## config.mk

```make
export PLATFORM = sky130hd
export DESIGN_NAME = i2c_register_access_sequencer_top_flat
export DESIGN_NICKNAME = d
export VERILOG_FILES = /design/src/hw/rtl/i2cras_pkg.sv /design/src/hw/rtl/i2cras_req_if.sv /design/src/hw/rtl/i2cras_rsp_if.sv /design/src/hw/rtl/i2cras_cfg_if.sv /design/src/hw/rtl/i2cras_in_stage.sv /design/src/hw/rtl/i2cras_decode.sv /design/src/hw/rtl/i2cras_out_stage.sv /design/src/hw/rtl/i2c_register_access_sequencer_top.sv /design/src/flat_wrapper.sv
export SDC_FILE = /design/constraint.sdc
export NUM_CORES = 1
export LEC_CHECK = 0
export ABC_AREA = 0
export BUFFER_PORTS_ARGS = -buffer_cell sky130_fd_sc_hd__buf_2
export CAP_MARGIN = 15
export CORE_MARGIN = 4
export CORE_UTILIZATION = 40
export DETAILED_ROUTE_END_ITERATION = 8
export MAX_ROUTING_LAYER = met4
export PLACE_DENSITY_LB_ADDON = 0.15
export REMOVE_ABC_BUFFERS = 1
export SYNTH_ARGS = -nofsm -noshare
export SYNTH_HDL_FRONTEND = slang
export SYNTH_SLANG_ARGS = --single-unit
```

## constraint.sdc

```tcl
create_clock -name clk -period 4.9 [get_ports clk]
set_clock_uncertainty 0.1 [all_clocks]
set_input_delay 0.735 -clock clk [delete_from_list [all_inputs] [get_ports clk]]
set_output_delay 0.735 -clock clk [all_outputs]
set_load 0.1 [all_outputs]
```

## src/hw/rtl/i2cras_pkg.sv

```systemverilog
// ----------------------------------------------------------------------------
// i2cras_pkg
// Types, bus action codes, status codes and reset values shared by the
// register access sequencer.
// ----------------------------------------------------------------------------
package i2cras_pkg;

  localparam int CFG_IDX_W = 1;
  localparam int CFG_DATA_W = 8;

  // register indexes on the configuration channel
  localparam logic [CFG_IDX_W-1:0] CFG_SLAVE_ADDRESS = 1'd0;
  localparam logic [CFG_IDX_W-1:0] CFG_POINTER_COMMAND = 1'd1;

  localparam logic [6:0] SLAVE_ADDRESS_RST = 7'd13;
  localparam logic [7:0] POINTER_COMMAND_RST = 8'd176;

  // item kinds
  localparam logic CMD_START = 1'b0;
  localparam logic CMD_EVENT = 1'b1;

  // bus actions
  localparam logic [2:0] ACT_NONE = 3'd0;
  localparam logic [2:0] ACT_START = 3'd1;
  localparam logic [2:0] ACT_SEND = 3'd2;
  localparam logic [2:0] ACT_RESTART = 3'd3;
  localparam logic [2:0] ACT_STOP = 3'd4;
  localparam logic [2:0] ACT_STOP_START = 3'd5;
  localparam logic [2:0] ACT_RECV = 3'd6;
  localparam logic [2:0] ACT_CLR_TIMEOUT = 3'd7;

  // error codes
  localparam logic [1:0] ERR_NONE = 2'd0;
  localparam logic [1:0] ERR_TIMEOUT = 2'd1;
  localparam logic [1:0] ERR_STATUS = 2'd2;

  // controller status codes
  localparam logic [7:0] ST_START_SENT = 8'h08;
  localparam logic [7:0] ST_RESTART_SENT = 8'h10;
  localparam logic [7:0] ST_SLA_W_ACK = 8'h18;
  localparam logic [7:0] ST_SLA_W_NACK = 8'h20;
  localparam logic [7:0] ST_DATA_TX_ACK = 8'h28;
  localparam logic [7:0] ST_SLA_R_ACK = 8'h40;
  localparam logic [7:0] ST_DATA_RX_NACK = 8'h58;

  localparam logic READ_BIT = 1'b1;

  typedef struct packed {
    logic       cmd;
    logic       is_read;
    logic [7:0] reg_address;
    logic [7:0] write_value;
    logic [7:0] bus_status;
    logic       timeout_seen;
    logic [7:0] rx_byte;
  } item_t;

  typedef struct packed {
    logic [2:0] action;
    logic [7:0] bus_byte;
    logic       done_res;
    logic [1:0] error_code;
    logic [7:0] read_data;
  } result_t;

  // handoff from the input register to the decoder
  typedef struct packed {
    logic  valid;
    item_t item;
  } stage_t;

endpackage

```

## src/hw/rtl/i2cras_req_if.sv

```systemverilog
// ----------------------------------------------------------------------------
// i2cras_req_if
// Request channel: start commands and bus status events.
// ----------------------------------------------------------------------------
interface i2cras_req_if import i2cras_pkg::*; ();
  logic  valid;
  logic  ready;
  item_t data;

  modport source(output valid, output data, input ready);
  modport sink(input valid, input data, output ready);
endinterface

```

## src/hw/rtl/i2cras_rsp_if.sv

```systemverilog
// ----------------------------------------------------------------------------
// i2cras_rsp_if
// Response channel: bus action and access results.
// ----------------------------------------------------------------------------
interface i2cras_rsp_if import i2cras_pkg::*; ();
  logic    valid;
  logic    ready;
  result_t data;

  modport source(output valid, output data, input ready);
  modport sink(input valid, input data, output ready);
endinterface

```

## src/hw/rtl/i2cras_cfg_if.sv

```systemverilog
// ----------------------------------------------------------------------------
// i2cras_cfg_if
// Configuration write channel: register index and write data.
// ----------------------------------------------------------------------------
interface i2cras_cfg_if import i2cras_pkg::*; ();
  logic                  valid;
  logic                  ready;
  logic [CFG_IDX_W-1:0]  index;
  logic [CFG_DATA_W-1:0] data;

  modport source(output valid, output index, output data, input ready);
  modport sink(input valid, input index, input data, output ready);
endinterface

```

## src/hw/rtl/i2cras_in_stage.sv

```systemverilog
// ----------------------------------------------------------------------------
// i2cras_in_stage
// Input register for the request channel; refills in the cycle it drains.
// ----------------------------------------------------------------------------
module i2cras_in_stage import i2cras_pkg::*; (
  input  logic         clk,
  input  logic         rst,
  i2cras_req_if.sink   req,
  input  logic         take,
  output stage_t       stage
);

  logic  hold_valid;
  item_t hold_item;

  assign req.ready = !hold_valid || take;
  assign stage.valid = hold_valid;
  assign stage.item = hold_item;

  always_ff @(posedge clk) begin
    if (rst) begin
      hold_valid <= 1'b0;
    end else if (req.ready) begin
      hold_valid <= req.valid;
    end
  end

  always_ff @(posedge clk) begin
    if (req.valid && req.ready) begin
      hold_item <= req.data;
    end
  end

endmodule

```

## src/hw/rtl/i2cras_decode.sv

```systemverilog
// ----------------------------------------------------------------------------
// i2cras_decode
// Configuration registers, access state and the per-item decode rule.
// ----------------------------------------------------------------------------
module i2cras_decode import i2cras_pkg::*; (
  input  logic         clk,
  input  logic         rst,
  i2cras_cfg_if.sink   cfg,
  input  logic         fire,
  input  item_t        item,
  output result_t      result
);

  logic [6:0]  slave_address;
  logic [7:0]  pointer_command;

  logic [15:0] transfer_word;
  logic        read_mode;
  logic        second_byte_sent;
  logic        access_finished;
  logic [7:0]  received_byte;

  logic [15:0] transfer_word_next;
  logic        read_mode_next;
  logic        second_byte_sent_next;
  logic        access_finished_next;
  logic [7:0]  received_byte_next;

  assign cfg.ready = 1'b1;

  always_ff @(posedge clk) begin
    if (rst) begin
      slave_address <= SLAVE_ADDRESS_RST;
      pointer_command <= POINTER_COMMAND_RST;
    end else if (cfg.valid) begin
      case (cfg.index)
        CFG_SLAVE_ADDRESS: slave_address <= cfg.data[6:0];
        CFG_POINTER_COMMAND: pointer_command <= cfg.data;
        default: ;
      endcase
    end
  end

  always_comb begin
    transfer_word_next = transfer_word;
    read_mode_next = read_mode;
    second_byte_sent_next = second_byte_sent;
    access_finished_next = access_finished;
    received_byte_next = received_byte;
    result = '0;
    result.action = ACT_NONE;
    result.error_code = ERR_NONE;

    if (item.cmd == CMD_START) begin
      read_mode_next = item.is_read;
      if (item.is_read) begin
        transfer_word_next = {pointer_command, item.reg_address};
      end else begin
        transfer_word_next = {item.reg_address, item.write_value};
      end
      second_byte_sent_next = 1'b0;
      access_finished_next = 1'b0;
      result.action = ACT_START;
    end else if (item.timeout_seen) begin
      second_byte_sent_next = 1'b1;
      access_finished_next = 1'b1;
      result.action = ACT_CLR_TIMEOUT;
      result.done_res = 1'b1;
      result.error_code = ERR_TIMEOUT;
    end else begin
      case (item.bus_status)
        ST_START_SENT: begin
          result.action = ACT_SEND;
          result.bus_byte = {slave_address, 1'b0};
        end
        ST_SLA_W_ACK: begin
          result.action = ACT_SEND;
          result.bus_byte = transfer_word[15:8];
        end
        ST_SLA_W_NACK: begin
          // restart the same access from the top
          second_byte_sent_next = 1'b0;
          access_finished_next = 1'b0;
          result.action = ACT_STOP_START;
        end
        ST_DATA_TX_ACK: begin
          if (!second_byte_sent) begin
            result.action = ACT_SEND;
            result.bus_byte = transfer_word[7:0];
            second_byte_sent_next = 1'b1;
          end else if (read_mode) begin
            result.action = ACT_RESTART;
          end else begin
            second_byte_sent_next = 1'b1;
            access_finished_next = 1'b1;
            result.action = ACT_STOP;
            result.done_res = 1'b1;
          end
        end
        ST_RESTART_SENT: begin
          result.action = ACT_SEND;
          result.bus_byte = {slave_address, READ_BIT};
        end
        ST_SLA_R_ACK: begin
          result.action = ACT_RECV;
        end
        ST_DATA_RX_NACK: begin
          received_byte_next = item.rx_byte;
          second_byte_sent_next = 1'b1;
          access_finished_next = 1'b1;
          result.action = ACT_STOP;
          result.done_res = 1'b1;
          result.read_data = item.rx_byte;
        end
        default: begin
          second_byte_sent_next = 1'b1;
          access_finished_next = 1'b1;
          result.done_res = 1'b1;
          result.error_code = ERR_STATUS;
        end
      endcase
    end
  end

  always_ff @(posedge clk) begin
    if (rst) begin
      transfer_word <= '0;
      read_mode <= 1'b0;
      second_byte_sent <= 1'b0;
      access_finished <= 1'b0;
      received_byte <= '0;
    end else if (fire) begin
      transfer_word <= transfer_word_next;
      read_mode <= read_mode_next;
      second_byte_sent <= second_byte_sent_next;
      access_finished <= access_finished_next;
      received_byte <= received_byte_next;
    end
  end

endmodule

```

## src/hw/rtl/i2cras_out_stage.sv

```systemverilog
// ----------------------------------------------------------------------------
// i2cras_out_stage
// Result register for the response channel.
// ----------------------------------------------------------------------------
module i2cras_out_stage import i2cras_pkg::*; (
  input  logic          clk,
  input  logic          rst,
  input  logic          load_valid,
  input  result_t       load_data,
  output logic          can_take,
  i2cras_rsp_if.source  rsp
);

  logic    out_valid;
  result_t out_data;

  assign can_take = !out_valid || rsp.ready;
  assign rsp.valid = out_valid;
  assign rsp.data = out_data;

  always_ff @(posedge clk) begin
    if (rst) begin
      out_valid <= 1'b0;
    end else if (can_take) begin
      out_valid <= load_valid;
    end
  end

  always_ff @(posedge clk) begin
    if (can_take && load_valid) begin
      out_data <= load_data;
    end
  end

endmodule

```

## src/hw/rtl/i2c_register_access_sequencer_top.sv

```systemverilog
// ----------------------------------------------------------------------------
// i2c_register_access_sequencer_top
// I2C master sequencer for single register reads and writes.
//
// req carries either a start command (cmd 0) that latches one register
// access, or one status event (cmd 1) reported by the bus controller.
// For every request one transaction leaves on rsp: the next bus action,
// the byte to load, and done, error code and read data.
// cfg writes the slave address (index 0) and the pointer command
// (index 1); it is always ready and should be used while the block idles.
// The request is held in the input register, is decoded, and is loaded
// into the result register, which drives rsp. One request is taken every
// cycle while rsp keeps taking results; the state update in the decode
// stage is a single short next-state rule, so back-to-back requests see it.
// When rsp stalls, the result register and the input register hold, and
// req ready drops only once both are full.
// Reset clears both stages, the access state, and loads the default
// slave address and pointer command.
// ----------------------------------------------------------------------------
module i2c_register_access_sequencer_top import i2cras_pkg::*; (
  input  logic         clk,
  input  logic         rst,
  i2cras_req_if.sink   req,
  i2cras_rsp_if.source rsp,
  i2cras_cfg_if.sink   cfg
);

  stage_t  stage;
  logic    can_take;
  logic    fire;
  result_t result;

  assign fire = stage.valid && can_take;

  i2cras_in_stage u_in_stage (
    .clk   (clk),
    .rst   (rst),
    .req   (req),
    .take  (fire),
    .stage (stage)
  );

  i2cras_decode u_decode (
    .clk    (clk),
    .rst    (rst),
    .cfg    (cfg),
    .fire   (fire),
    .item   (stage.item),
    .result (result)
  );

  i2cras_out_stage u_out_stage (
    .clk        (clk),
    .rst        (rst),
    .load_valid (stage.valid),
    .load_data  (result),
    .can_take   (can_take),
    .rsp        (rsp)
  );

endmodule

```

## src/flat_wrapper.sv

```systemverilog
// flat-port wrapper written by rule: the top's interface ports become plain ports
module i2c_register_access_sequencer_top_flat import i2cras_pkg::*;
  (clk, rst, req_valid, req_data, req_ready, rsp_valid, rsp_data, rsp_ready, cfg_valid, cfg_index, cfg_data, cfg_ready);
  i2cras_req_if req_i ();
  i2cras_rsp_if rsp_i ();
  i2cras_cfg_if cfg_i ();
  input  logic clk;
  input  logic rst;
  input wire logic [$bits(req_i.valid)-1:0] req_valid;
  input wire logic [$bits(req_i.data)-1:0] req_data;
  output wire logic [$bits(req_i.ready)-1:0] req_ready;
  output wire logic [$bits(rsp_i.valid)-1:0] rsp_valid;
  output wire logic [$bits(rsp_i.data)-1:0] rsp_data;
  input wire logic [$bits(rsp_i.ready)-1:0] rsp_ready;
  input wire logic [$bits(cfg_i.valid)-1:0] cfg_valid;
  input wire logic [$bits(cfg_i.index)-1:0] cfg_index;
  input wire logic [$bits(cfg_i.data)-1:0] cfg_data;
  output wire logic [$bits(cfg_i.ready)-1:0] cfg_ready;
  assign req_i.valid = req_valid;
  assign req_i.data = req_data;
  assign req_ready = req_i.ready;
  assign rsp_valid = rsp_i.valid;
  assign rsp_data = rsp_i.data;
  assign rsp_i.ready = rsp_ready;
  assign cfg_i.valid = cfg_valid;
  assign cfg_i.index = cfg_index;
  assign cfg_i.data = cfg_data;
  assign cfg_ready = cfg_i.ready;
  i2c_register_access_sequencer_top u_core (.clk(clk), .rst(rst), .req(req_i), .rsp(rsp_i), .cfg(cfg_i));
endmodule
```

==> impl_metrics.tcl <==
set metrics [dict create \
    gp_routability_congestion 0.819 \
    maximum_number_of_pins_on_one_net_before_global_route_repair 37 \
    total_switching_power_mw 0.415 \
    htree_levels 3 \
    fp.coreArea_um2 8890 \
    count_of_instances_resized_after_the_clock_tree_is_built 0 \
    antenna_cells_inserted 0 \
    hpwlAfterDp_um 5060 \
    timing.reg2reg.setup_slack_ns 2.85 \
    syn_inst 305 \
    worstPathMaxFanout 5 \
    dieWidth_um 105 \
    layout.cells.most_common "buf_2" \
    first_pass_iters 5 \
    netlist.top_cell.by_area "edfxtp_1" \
    power.internal_mw 1.10 \
    antenna_violations_before_repair 0 \
    crit-reg2reg-capture "u_core.u_out_stage.rsp.data[15]$_SDFFCE_PP0P_" \
    clockRootBuffer "clkbuf_8" \
    cts_tree "built" \
    p_per_area_nw_per_um2 350 \
    synth.lib_cells_used.distinct 44 \
    maxClockFrequency_ghz 0.438 \
    critical_path_class "in2out" \
    sw_frac_of_total 0.273 \
    hold_path_depth 2 \
    routed-via-count 2459 \
    maxCapViolations 0 \
    fin_crit_sh 0.466 \
    synth-seq-cells 92 \
    syn-mean-instance-area_um2 12.2 \
    slew_violations 0 \
    synth.cell_area_um2 3720 \
    power.combinational.fraction 0.110 \
    finalSetupViolCount 0 \
    worst_ep_arrival_time_ns 1.45 \
    final_hold_viol_count 0 \
    clock_latency_ns 0.35 \
    grt_remaining_overflow 0 \
    irDropWorstVdd_v 0.000152 \
    io_pins 74 \
    relSlewSlack 0.355 \
    placementRows 34 \
    finish.net_count 422 \
    r2r.worst_path.cells 4 \
    path_clk_slew_ns 0.09 \
    floorplan.die.height_um 105 \
    detail_route.wirelength_um 7280 \
    min_delay_worst_endpoint "u_core.u_decode.slave_address[1]$_SDFFE_PP0P_" \
    top_library_cells_by_usage_in_the_layout_fill_and_taps_aside "buf_2 (72), edfxtp_1 (57), nand2_1 (38)" \
    rsz0062_at_grt "false" \
    setup-tns-final_ns 0 \
    grt_first_pass_wirelength_um 11800 \
    placement.io_buffers 72 \
    synth_top_cell_area_share 0.460 \
    clock-sinks 92 \
    crit_required_ns 4.07 \
    seq_area_frac_synth 0.648 \
    floorplan.die_area_um2 10900 \
    synth-edff-count 57 \
    vias_in_the_first_global_route 2382 \
    post_drt_wl_per_cell_um 15.0 \
    hold_path_startpoint "u_core.u_decode.slave_address[1]$_SDFFE_PP0P_" \
    start_kind "primary input" \
    cts_hold_repair.buffers 0 \
    cellLeakagePower_nw 1.63 \
    timing.final.crit_period_ns 2.28 \
    grt_use_total 0.141 \
    outcome "finished clean" \
    cts_max_path_buffers 2 \
    final_layout_size_suffix_gt1_frac 0.257 \
    remaining_drc_errors 0 \
    initial_util 0.419 \
    worst_r2r_startpoint "u_core.u_in_stage.stage[13]$_DFFE_PP_" \
    cts.repair_timing.setup_buffer_count 0 \
    cell_types_with_the_largest_area_share_after_synthesis "edfxtp_1 (46%), dfxtp_1 (19%), mux2i_1 (4.6%)" \
    yosys_warnings 0 \
    worst-slew-pin-transition_ns 0.968 \
    synth-async-reset-ratio 0 \
    crit_end_category "output port" \
    syn_to_final_growth_pct 16.5 \
    drt_iter0_drc 96 \
    postRouteAntennaNets 0 \
    totalPowerFinal_mw 1.52 \
    viasPerCell 5.06 \
    hp-class "reg2reg" \
    ys.flop_type "edfxtp_1" \
    tritoncts.num_buffers 9 \
    p_seq_frac 0.588 \
    share_clk_of_total_power 0.302 \
]
[through the flow]
stage                     instance area [um^2]  utilization  setup slack [ns]  std cells  hold WS [ns]
after CTS                                 4310        0.485              2.61        484         0.366
after global routing                      4340        0.488              2.56        486         0.389
after floorplan                           3630            -              1.72        287         0.330
after detailed placement                  4130        0.465              2.39        468         0.353
after global placement                    4130        0.465              2.47        468         0.351
final                                     4340        0.488              2.62        486         0.365
[cell type report]
class / count / area [um^2]
clock buffers: 10 / 128
clock inverters: 6 / 47.5
flip-flops and latches: 92 / 2410
inverters: 4 / 15.0
fillers: 824 / 4550
repair buffers: 75 / 398
well taps: 108 / 135
multi-input cells: 191 / 1200
[worst max-delay path, cell delays in order]
cell and delay (ns):
buf_2 0.11, nor2b_4 0.18, nand2_1 0.11, buf_2 0.30
[state kept, by name (all words and copies together), names as in the netlist]
signal / flops
u_core.u_decode.pointer_command: 8
u_core.u_decode.read_mode: 1
u_core.u_decode.second_byte_sent: 1
u_core.u_decode.slave_address: 7
u_core.u_decode.transfer_word: 16
u_core.u_in_stage.hold_valid: 1
u_core.u_in_stage.stage: 35
u_core.u_out_stage.rsp.data: 22
u_core.u_out_stage.rsp.valid: 1
[cell usage after synthesis (2+ instances only)]
master,number
a22oi_1,7
nand2b_1,4
xor2_1,2
mux2i_1,17
o21ai_0,7
nand2_1,38
nor3_1,2
buf_4,3
nor4_1,2
nand3b_1,6
a21oi_1,17
inv_1,4
nor2b_1,3
nor2_1,25
buf_2,8
a211oi_1,16
clkbuf_1,6
nand3_1,5
and2_1,12
o2bb2ai_1,7
dfxtp_1,35
edfxtp_1,57
[power groups by stage]
stage	clock (mW)	sequential [mW]	combinational, mW
floorplan	0	0.961	0.0628
global route	0.510	0.898	0.183
finish	0.458	0.892	0.168
CTS	0.478	0.893	0.167
global placement	0	0.910	0.165
detailed placement	0	0.911	0.166
[logic make-up after synthesis]
family | Yosys count | synth area share
muxes | 17 | 0.0457
and+or+nand+nor | 107 | 0.154
AOI/OAI and AO/OA | 63 | 0.115
other | 1 | 0.00101
buffers and inverters | 22 | 0.0299
xor gates and xnor gates | 3 | 0.00706
DFF | 92 | 0.648
[layer usage]
layer,wire length (um),up-vias,global-route usage
met1,3350,1143,0.182
met3,360,10,0.0298
li1,-,1238,-
met5,0,-,-
met2,3460,68,0.221
met4,104,0,0.0513
[worst max-delay path by stage]
stage          cells after the start                                      start  slack, ns                                       endpoint
3_3_place_gp                       5                                  rsp_ready       2.47  u_core.u_decode.second_byte_sent$_SDFFE_PP0P_
2_1_floorplan                      3  u_core.u_out_stage.rsp.valid$_SDFFE_PP0P_       1.72           u_core.u_in_stage.stage[0]$_DFFE_PP_
6_report                           4                                  rsp_ready       2.62                                      req_ready
5_1_grt                            4                                  rsp_ready       2.56                                      req_ready
3_5_place_dp                       5                                  rsp_ready       2.39  u_core.u_decode.second_byte_sent$_SDFFE_PP0P_
4_1_cts                            4                                  rsp_ready       2.61                                      req_ready
No activity file was read; power rests on OpenSTA's default activity.
